<file path="src/design/onp_pkg.sv">
package onp_pkg;

  // Field widths
  localparam int unsigned COMP_W    = 16;
  localparam int unsigned CODE_W    = 16;
  localparam int unsigned FRAC_BITS = 18;

  // Derived widths
  localparam int unsigned MAG_W = COMP_W;          // |c| up to 2^(COMP_W-1)
  localparam int unsigned SUM_W = COMP_W + 1;      // |x|+|y|+|z| < 2^(COMP_W+1)
  localparam int unsigned REM_W = SUM_W + 1;       // shifted partial remainder
  localparam int unsigned Q_W   = FRAC_BITS + 1;   // quotient 0 .. 2^FRAC_BITS
  localparam int unsigned T_W   = FRAC_BITS + 2;   // mapped value 0 .. 2^(FRAC_BITS+1)
  localparam int unsigned P_W   = T_W + CODE_W;    // t * (2^CODE_W - 1)

  // Request queue
  localparam int unsigned FIFO_DEPTH = 2;
  localparam int unsigned PTR_W      = $clog2(FIFO_DEPTH);
  localparam int unsigned CNT_W      = $clog2(FIFO_DEPTH + 1);

  // Divider pipeline: one quotient bit per stage
  localparam int unsigned DIV_STAGES = Q_W;

  localparam logic [Q_W-1:0] ONE_Q = Q_W'(1) << FRAC_BITS;

  // Classified request, front to back
  typedef struct packed {
    logic [MAG_W-1:0] ax;
    logic [MAG_W-1:0] ay;
    logic [SUM_W-1:0] sum;
    logic             nx;
    logic             ny;
    logic             nz;
    logic             zero;
  } req_t;

  // One divider pipeline stage
  typedef struct packed {
    logic [SUM_W-1:0] rx;
    logic [SUM_W-1:0] ry;
    logic [Q_W-1:0]   qx;
    logic [Q_W-1:0]   qy;
    logic [SUM_W-1:0] sum;
    logic             nx;
    logic             ny;
    logic             nz;
    logic             zero;
  } div_stage_t;

  typedef struct packed {
    logic             bit_q;
    logic [SUM_W-1:0] rem;
  } div_step_t;

  // One restoring division step
  function automatic div_step_t div_step(input logic [REM_W-1:0] r,
                                         input logic [SUM_W-1:0] d);
    div_step_t res;
    logic [REM_W-1:0] dx;
    logic [REM_W-1:0] diff;
    dx   = {1'b0, d};
    diff = r - dx;
    res.bit_q = (r >= dx);
    res.rem   = res.bit_q ? diff[SUM_W-1:0] : r[SUM_W-1:0];
    return res;
  endfunction

endpackage

</file>
<file path="src/design/onp_front.sv">
module onp_front
  import onp_pkg::*;
(
  input  logic [COMP_W-1:0] normal_x_i,
  input  logic [COMP_W-1:0] normal_y_i,
  input  logic [COMP_W-1:0] normal_z_i,
  output req_t              req_o
);

  logic [MAG_W-1:0] az;

  // two's complement magnitude; the most negative value maps to 2^(COMP_W-1)
  function automatic logic [MAG_W-1:0] mag(input logic [COMP_W-1:0] c);
    logic [COMP_W-1:0] neg;
    neg = ~c + COMP_W'(1);
    return c[COMP_W-1] ? neg : c;
  endfunction

  // signs, magnitudes and the L1 norm
  always_comb begin
    req_o.nx   = normal_x_i[COMP_W-1];
    req_o.ny   = normal_y_i[COMP_W-1];
    req_o.nz   = normal_z_i[COMP_W-1];
    req_o.ax   = mag(normal_x_i);
    req_o.ay   = mag(normal_y_i);
    az         = mag(normal_z_i);
    req_o.sum  = SUM_W'(req_o.ax) + SUM_W'(req_o.ay) + SUM_W'(az);
    req_o.zero = (req_o.sum == '0);
  end

endmodule

</file>
<file path="src/design/onp_fifo.sv">
module onp_fifo
  import onp_pkg::*;
(
  input  logic clk_i,
  input  logic rst_ni,
  input  logic push_i,
  input  req_t data_i,
  input  logic pop_i,
  output req_t data_o,
  output logic empty_o,
  output logic full_o
);

  req_t             mem_q [FIFO_DEPTH];
  logic [PTR_W-1:0] wr_ptr_q, wr_ptr_d;
  logic [PTR_W-1:0] rd_ptr_q, rd_ptr_d;
  logic [CNT_W-1:0] cnt_q, cnt_d;
  logic             do_push, do_pop;

  assign empty_o = (cnt_q == '0);
  assign full_o  = (cnt_q == CNT_W'(FIFO_DEPTH));
  assign data_o  = mem_q[rd_ptr_q];
  assign do_push = push_i && !full_o;
  assign do_pop  = pop_i && !empty_o;

  // pointer and fill count
  always_comb begin
    wr_ptr_d = wr_ptr_q;
    rd_ptr_d = rd_ptr_q;
    cnt_d    = cnt_q;
    if (do_push) begin
      wr_ptr_d = (wr_ptr_q == PTR_W'(FIFO_DEPTH - 1)) ? '0 : wr_ptr_q + PTR_W'(1);
    end
    if (do_pop) begin
      rd_ptr_d = (rd_ptr_q == PTR_W'(FIFO_DEPTH - 1)) ? '0 : rd_ptr_q + PTR_W'(1);
    end
    if (do_push && !do_pop) begin
      cnt_d = cnt_q + CNT_W'(1);
    end else if (do_pop && !do_push) begin
      cnt_d = cnt_q - CNT_W'(1);
    end
  end

  always_ff @(posedge clk_i or negedge rst_ni) begin
    if (!rst_ni) begin
      wr_ptr_q <= '0;
      rd_ptr_q <= '0;
      cnt_q    <= '0;
    end else begin
      wr_ptr_q <= wr_ptr_d;
      rd_ptr_q <= rd_ptr_d;
      cnt_q    <= cnt_d;
    end
  end

  // storage, no reset
  always_ff @(posedge clk_i) begin
    if (do_push) begin
      mem_q[wr_ptr_q] <= data_i;
    end
  end

endmodule

</file>
<file path="src/design/onp_div_pipe.sv">
module onp_div_pipe
  import onp_pkg::*;
(
  input  logic       clk_i,
  input  logic       rst_ni,
  input  logic       valid_i,
  input  req_t       req_i,
  output logic       valid_o,
  output div_stage_t stage_o
);

  div_stage_t             st_q [DIV_STAGES];
  div_stage_t             st_d [DIV_STAGES];
  logic [DIV_STAGES-1:0]  vld_q;
  logic [DIV_STAGES-1:0]  vld_d;

  // first step: integer quotient bit, remainder starts at the magnitude
  always_comb begin
    div_step_t sx, sy;
    sx = div_step(REM_W'(req_i.ax), req_i.sum);
    sy = div_step(REM_W'(req_i.ay), req_i.sum);
    st_d[0].rx   = sx.rem;
    st_d[0].ry   = sy.rem;
    st_d[0].qx   = Q_W'(sx.bit_q);
    st_d[0].qy   = Q_W'(sy.bit_q);
    st_d[0].sum  = req_i.sum;
    st_d[0].nx   = req_i.nx;
    st_d[0].ny   = req_i.ny;
    st_d[0].nz   = req_i.nz;
    st_d[0].zero = req_i.zero;
    vld_d[0]     = valid_i;
  end

  // fraction bits, one per stage
  for (genvar k = 1; k < DIV_STAGES; k++) begin : g_stage
    always_comb begin
      div_step_t sx, sy;
      sx = div_step({st_q[k-1].rx, 1'b0}, st_q[k-1].sum);
      sy = div_step({st_q[k-1].ry, 1'b0}, st_q[k-1].sum);
      st_d[k]      = st_q[k-1];
      st_d[k].rx   = sx.rem;
      st_d[k].ry   = sy.rem;
      st_d[k].qx   = {st_q[k-1].qx[Q_W-2:0], sx.bit_q};
      st_d[k].qy   = {st_q[k-1].qy[Q_W-2:0], sy.bit_q};
      vld_d[k]     = vld_q[k-1];
    end
  end

  always_ff @(posedge clk_i or negedge rst_ni) begin
    if (!rst_ni) begin
      vld_q <= '0;
    end else begin
      vld_q <= vld_d;
    end
  end

  always_ff @(posedge clk_i) begin
    for (int i = 0; i < DIV_STAGES; i++) begin
      st_q[i] <= st_d[i];
    end
  end

  assign valid_o = vld_q[DIV_STAGES-1];
  assign stage_o = st_q[DIV_STAGES-1];

endmodule

</file>
<file path="src/design/onp_back.sv">
module onp_back
  import onp_pkg::*;
(
  input  logic              clk_i,
  input  logic              rst_ni,
  input  logic              valid_i,
  input  req_t              req_i,
  output logic              done_o,
  output logic [CODE_W-1:0] code_u_o,
  output logic [CODE_W-1:0] code_v_o,
  output logic              zero_vector_o
);

  logic       div_vld;
  div_stage_t div_res;

  logic           map_vld_q;
  logic [T_W-1:0] tu_q, tu_d;
  logic [T_W-1:0] tv_q, tv_d;
  logic           zero_q;

  logic              out_vld_q;
  logic [CODE_W-1:0] code_u_q, code_u_d;
  logic [CODE_W-1:0] code_v_q, code_v_d;
  logic              zero_out_q;

  onp_div_pipe u_div (
    .clk_i   (clk_i),
    .rst_ni  (rst_ni),
    .valid_i (valid_i),
    .req_i   (req_i),
    .valid_o (div_vld),
    .stage_o (div_res)
  );

  // hemisphere fold and map to [0, 2]
  always_comb begin
    logic [Q_W-1:0] mx, my;
    mx   = div_res.nz ? ONE_Q - div_res.qy : div_res.qx;
    my   = div_res.nz ? ONE_Q - div_res.qx : div_res.qy;
    tu_d = div_res.nx ? T_W'(ONE_Q) - T_W'(mx) : T_W'(ONE_Q) + T_W'(mx);
    tv_d = div_res.ny ? T_W'(ONE_Q) - T_W'(my) : T_W'(ONE_Q) + T_W'(my);
  end

  // code = t * (2^CODE_W - 1) >> (FRAC_BITS + 1)
  function automatic logic [CODE_W-1:0] scale(input logic [T_W-1:0] t);
    logic [P_W-1:0] p;
    p = (P_W'(t) << CODE_W) - P_W'(t);
    return p[FRAC_BITS+1 +: CODE_W];
  endfunction

  always_comb begin
    code_u_d = zero_q ? '0 : scale(tu_q);
    code_v_d = zero_q ? '0 : scale(tv_q);
  end

  always_ff @(posedge clk_i or negedge rst_ni) begin
    if (!rst_ni) begin
      map_vld_q <= 1'b0;
      out_vld_q <= 1'b0;
    end else begin
      map_vld_q <= div_vld;
      out_vld_q <= map_vld_q;
    end
  end

  always_ff @(posedge clk_i) begin
    tu_q       <= tu_d;
    tv_q       <= tv_d;
    zero_q     <= div_res.zero;
    code_u_q   <= code_u_d;
    code_v_q   <= code_v_d;
    zero_out_q <= zero_q;
  end

  assign done_o        = out_vld_q;
  assign code_u_o      = code_u_q;
  assign code_v_o      = code_v_q;
  assign zero_vector_o = zero_out_q;

endmodule

</file>
<file path="src/design/octahedral_normal_pack.sv">
// Channel   Handshake          Ports
// request   start / busy       normal_x_i, normal_y_i, normal_z_i
// result    done_o (strobe)    code_u_o, code_v_o, zero_vector_o
//
// One request per cycle sustained.
// Results pass through the queue, the divider pipeline (one quotient bit per stage,
// 19 stages), the fold register and the scaling register.
// Reset (rst_ni, async, active low) empties the queue and clears all valid bits.
// The back end never stalls, so the queue drains every cycle and busy stays low.
module octahedral_normal_pack
  import onp_pkg::*;
(
  input  logic              clk_i,
  input  logic              rst_ni,
  input  logic              start,
  output logic              busy,
  input  logic [COMP_W-1:0] normal_x_i,
  input  logic [COMP_W-1:0] normal_y_i,
  input  logic [COMP_W-1:0] normal_z_i,
  output logic              done_o,
  output logic [CODE_W-1:0] code_u_o,
  output logic [CODE_W-1:0] code_v_o,
  output logic              zero_vector_o
);

  localparam int unsigned LATENCY = DIV_STAGES + 3;

  req_t front_req;
  req_t queue_req;
  logic queue_empty;
  logic queue_full;
  logic accept;

  assign busy   = queue_full;
  assign accept = start && !busy;

  // classify
  onp_front u_front (
    .normal_x_i (normal_x_i),
    .normal_y_i (normal_y_i),
    .normal_z_i (normal_z_i),
    .req_o      (front_req)
  );

  // decoupling queue
  onp_fifo u_fifo (
    .clk_i   (clk_i),
    .rst_ni  (rst_ni),
    .push_i  (accept),
    .data_i  (front_req),
    .pop_i   (!queue_empty),
    .data_o  (queue_req),
    .empty_o (queue_empty),
    .full_o  (queue_full)
  );

  // divide, fold, scale
  onp_back u_back (
    .clk_i         (clk_i),
    .rst_ni        (rst_ni),
    .valid_i       (!queue_empty),
    .req_i         (queue_req),
    .done_o        (done_o),
    .code_u_o      (code_u_o),
    .code_v_o      (code_v_o),
    .zero_vector_o (zero_vector_o)
  );

`ifndef SYNTHESIS
  a_queue_never_full: assert property (@(posedge clk_i) disable iff (!rst_ni)
    !queue_full) else $error("request queue filled up");

  a_fixed_latency: assert property (@(posedge clk_i) disable iff (!rst_ni)
    accept |-> ##LATENCY done_o) else $error("result missing after request");

  a_zero_codes: assert property (@(posedge clk_i) disable iff (!rst_ni)
    (done_o && zero_vector_o) |-> (code_u_o == '0 && code_v_o == '0))
    else $error("zero vector with nonzero codes");
`endif

endmodule

</file>
<file path="config.mk">
export PLATFORM = sky130hd
export DESIGN_NAME = octahedral_normal_pack
export DESIGN_NICKNAME = d
export VERILOG_FILES = /design/src/design/onp_pkg.sv /design/src/design/onp_front.sv /design/src/design/onp_fifo.sv /design/src/design/onp_div_pipe.sv /design/src/design/onp_back.sv /design/src/design/octahedral_normal_pack.sv
export SDC_FILE = /design/constraint.sdc
export NUM_CORES = 2
export LEC_CHECK = 0
export ABC_AREA = 1
export BUFFER_PORTS_ARGS = -buffer_cell sky130_fd_sc_hd__buf_2
export CAP_MARGIN = 20
export CORE_MARGIN = 8
export CORE_UTILIZATION = 32
export CTS_CLUSTER_DIAMETER = 120
export CTS_CLUSTER_SIZE = 20
export DETAILED_ROUTE_END_ITERATION = 12
export GPL_TIMING_DRIVEN = 0
export SLEW_MARGIN = 10
export SYNTH_ARGS = -nofsm -noshare
export SYNTH_HDL_FRONTEND = slang
export SYNTH_SLANG_ARGS = --single-unit
</file>
<file path="constraint.sdc">
create_clock -name clk_i -period 4.5 [get_ports clk_i]
set_input_delay 1.125 -clock clk_i [delete_from_list [all_inputs] [get_ports clk_i]]
set_output_delay 1.125 -clock clk_i [all_outputs]
set_load 0.005 [all_outputs]
</file>
Yosys cells after proc, flatten, opt, wreduce, memory -nomap -nowiden:

Memory sizes are Yosys's and may differ from the RTL's.
Cells that the tools add are included.

* register bits: 99
* RAM bits: 1873
* output and inout bits: 35
* logic and storage cells: 172
* memories kept: 2

* add/sub/neg operators: 55
* magnitude comparators: 38
* eq/ne operators: 1
* multiplexer cells: 51
* bitwise logic cells: 3
* reduce and logical (&&, ||, !) cells: 10

Memories
* u_back.u_div.st_q: words 19, bits a word 93, read ports 19, clocked after Yosys merged registers in 0, write ports 19, RTL line onp_div_pipe.sv:12 `div_stage_t st_q [DIV_STAGES];`
* u_fifo.mem_q: words 2, bits a word 53, read ports 1, clocked after Yosys merged registers in 0, write ports 1, RTL line onp_fifo.sv:14 `req_t mem_q [FIFO_DEPTH];`

Operator list (count)
* greater-or-equal comparator 18 x 17 -> 1 bit: 36
* two-way mux 17 bit: 38
* subtractor 17 bit: 36
* subtractor 35 x 20 -> 35 bit: 2
* adder 16 x 1 -> 16 bit (second input constant): 3
* two-way mux 16 bit: 3
* NOT 16 bit: 3
* adder 19 x 19 -> 20 bit (first input constant): 2
* two-way mux 20 bit: 2
* subtractor 19 x 19 -> 20 bit (first input constant): 2
* two-way mux 19 bit: 2
* subtractor 19 bit (first input constant): 2
* greater-or-equal comparator 16 x 17 -> 1 bit: 2
* subtractor 16 x 17 -> 17 bit: 2
* adder 16 x 16 -> 17 bit: 1
* adder 17 x 16 -> 17 bit: 1
* zero test 17 bit: 1
* logical AND 1 bit: 4
* two-way mux 1 bit: 4
* two-way mux 2 bit: 2
* zero test 1 bit: 3
* adder 1 bit (second input constant): 2
* adder 2 x 1 -> 2 bit (second input constant): 1
* equality test 2 bit (second input constant): 1
* other kinds (3): 3

Logic depth before layout (Yosys ltp):

* word-level depth: 8
* gate-level depth with buffers: 25
* depth with buffers taken out: 25

By module:

A second synthesis with hierarchy kept.

* cells, all modules: 13476
* area, all modules: 91906.9 um^2

By module, submodules not included
* onp_div_pipe: instances 1, cells each 11823, area each 79626.4 um^2
* onp_back: instances 1, cells each 849, area each 5415.2 um^2
* onp_fifo: instances 1, cells each 308, area each 4110.2 um^2
* onp_front: instances 1, cells each 493, area each 2741.4 um^2
* octahedral_normal_pack: instances 1, cells each 3, area each 13.8 um^2

Worst setup path before layout:

Ideal clock, no wire load.

* kind: input-to-reg
* start point: in normal_x_i[0]
* end point: mem u_fifo.mem_q[0][0] in the netlist's numbering (data pin)
* library setup time: 0.253 ns
* data arrival time: 3.967 ns
* required time: 4.247 ns
* slack: 0.280 ns
* stages: 20
* buffers on the path: 0
* cells stage by stage: inv_1 > ha_1 > inv_1 > nor3_1 > nand3_1 > nor3_2 > nand4_1 > o31ai_2 > xor2_1 > fa_1 > inv_1 > ha_1 > nand2_1 > nor2_1 > o21ai_0 > nand4_1 > xor2_1 > nor2_1 > nand2_1 > nor2_1

RTL lines
* start, declared: RTL line octahedral_normal_pack.sv:17 `input logic [COMP_W-1:0] normal_x_i,`
* end, declared: RTL line onp_fifo.sv:14

==> reports/results.ini <==
[floorplan]
die_w_um=513
fp.dieH_um=513
pin_count=86
die-area_mm2=0.263
core_area_mm2=0.246
rows=182
initial_utilization=0.322

[critical_path]
crit_path_end_kind=register
rr_endpoint=u_back.u_div.st_q[0][83]
critPathMaxFanout=5
worstPathRequired_ps=5040
critPathKind=primary input to register
rrSetupSlack_ps=590
cp.arrival_ps=4720
reg2reg_from=u_fifo.rd_ptr_q
worst-r2r-cell-count=12
cp-start-kind=primary input

[yosys]
synthFlopType=dfxtp_1
yosysUniqueCellTypes=59
synth_area_leader_cell=dfxtp_1
seq_area_frac_synth=0.415
synth_edf_count=106
synth.area.top_cells=dfxtp_1 (37%), ha_1 (11%), nand2_1 (9.7%)
netlist_instances=9859
syn-cell-area_mm2=0.0791
yosys-top-cells-count=nand2_1 (2041), inv_1 (1560), dfxtp_1 (1448)
syn_avg_cell_area_um2=8.02
netlist.area_leader.share=0.367
synth_async_sr_flop_share=0.0158
syn-num-nets=10600
synth_most_common_cell=nand2_1
ys_ff_latch=1579
ys_warn_count=0

[clock_tree]
clk_pin_slew_worst_paths_ps=90
cts_root_buf=clkbuf_16
cts.sink_count=1579
holdBufCountCts=0
numCtsBuffers=90
h-tree-depth=3
cts_tree=done
cts_buffer_depth=3
clock_latency_ps=780

[grt]
grt_pass1_wl_um=325000
track_usage=0.153
antenna_found_initial=5
grt_pass1_vias=59300
grt_max_degree=29
grt_overflow=0

[cells_and_area]
drive_gt1_frac=0.0483
fin_area_mm2=0.0862
syn_to_final_growth_pct=9.04
nNetsFinal=10800

[worst_hold_path]
hold_path_class=register to register
worstHoldStart=u_back.u_div.st_q[2][40]
min_to=u_back.u_div.st_q[3][41]
min_path_cells=0

[sta]
max_slew_margin=0.307
fmax_ghz=0.239
hold_viol_final=0
tightest_slew_ps=1030
setup_violations=0
final_max_slew_viol_count=0
fin_crit_sh=0.929
finalClockSkew_ps=59.5
holdWs_ps=287
tns_ps=0
rsz0062_at_grt=no
fin_crit_ps=4180

[outcome]
status=finished, final reports clean

[detailed_routing]
vias=61800
routed_wl_um=209000
remaining_drc_errors=0
vias_per_cell=4.66
ant_nets=0
drt_pass1_iterations=6
route.detailed.wl_per_inst_um=15.7
drt-initial-drc-count=4267

[place]
gp_congestion=0.918
dp_hpwl_um=172000
portBuffers=85
dpl_cell_area_mm2=0.0836

[run]
maxCapViolCount=0

==> stage by stage <==
step	util	std cells	setup WS (ps)
finish	0.351	13300	322
floorplan	-	9859	280
global route	0.351	13300	14.0
CTS	0.351	13300	269
global placement	0.340	13200	-944
detailed placement	0.340	13200	-594
==> kinds of logic after synthesis <==
family,synth area share
AO/OA/AOI/OAI,0.142
XOR/XNOR,0.0669
adder cells (fa/ha/maj),0.120
buffers and inverters,0.0833
flip-flops,0.415
multiplexers,0.000253
AND/OR/NAND/NOR,0.173
==> worst max path at each step <==
stage,startpoint,to,cells after the start
5_1_grt,normal_x_i[0],u_fifo.mem_q[1][0],19
2_1_floorplan,normal_x_i[0],u_fifo.mem_q[0][0],20
4_1_cts,normal_z_i[15],u_fifo.mem_q[1][0],16
6_report,normal_y_i[0],u_fifo.mem_q[1][0],21
3_3_place_gp,start,u_fifo.mem_q[1][2],3
3_5_place_dp,normal_x_i[0],u_fifo.mem_q[0][0],21
==> layer usage <==
metal,part of all wire,wire [um],global-route usage,vias up
met5,0,0,0,-
met4,0.026,5520,0.0386,0
met3,0.039,8070,0.0179,269
met2,0.46,97100,0.263,1233
met1,0.47,98400,0.203,28100
li1,-,-,-,32300
==> area by class of cell <==
type | count | area, um2
fillers | 25700 | 159000
multi-input cells | 6572 | 39800
flip-flops and latches | 1579 | 32800
inverters | 1571 | 5900
well taps | 3220 | 4030
clock buffers | 98 | 2290
plain buffers | 137 | 692
repair buffers | 90 | 498
clock inverters | 11 | 249
diodes | 2 | 5.00
==> critical path, stage by stage <==
cell     delay (ps)
buf_2           110
inv_1           120
ha_1            160
inv_1            50
nor3_1          170
nand3_1         120
nor3_1          270
nand2_1          90
nand2_1          80
xor2_1          360
inv_1           160
fa_1            500
inv_1            40
ha_1            380
a21o_1          230
o21ai_0         180
nand4_1         130
xor2_1          260
nor2_1           70
nand2_1          60
nor2_1           60
==> layout by cell type, fill, tap and decap left out, types with 25 or more instances in the layout <==
| cell type | instances |
|---|---|
| nand3_1 | 341 |
| o31ai_1 | 36 |
| fa_1 | 53 |
| buf_2 | 186 |
| a221oi_2 | 25 |
| clkbuf_1 | 33 |
| xnor2_1 | 214 |
| o21ai_1 | 359 |
| nand2_1 | 2041 |
| xor2_1 | 380 |
| o21ai_0 | 501 |
| a21oi_1 | 614 |
| nand4_1 | 107 |
| o21ai_2 | 25 |
| dfxtp_1 | 1448 |
| inv_1 | 1560 |
| clkbuf_16 | 90 |
| nor3_1 | 95 |
| ha_1 | 673 |
| a211oi_1 | 38 |
| edfxtp_1 | 106 |
| nor2_1 | 584 |
| o21bai_1 | 69 |
| dfrtp_1 | 25 |
| or2_2 | 32 |
| a21o_1 | 173 |
| o211ai_1 | 31 |
==> flip-flops by register name (all words and copies together) (netlist names) <==
register,flops
u_back.code_u_o,16
u_back.code_v_o,16
u_back.done_o,1
u_back.map_vld_q,1
u_back.tu_q,20
u_back.tv_q,20
u_back.u_div.st_q,1374
u_back.u_div.vld_q,19
u_back.zero_q,1
u_back.zero_vector_o,1
u_fifo.cnt_q,2
u_fifo.mem_q,106
u_fifo.rd_ptr_q,1
u_fifo.wr_ptr_q,1
==> what timing repair did <==
action                     4_1_cts  5_1_grt
setup endpoints to repair        0        4
buffers inserted                 0        1
gates resized for setup          0        8
Power is not shown: default switching activity piles up to over one toggle a cycle in this logic, so the estimate is an artifact.
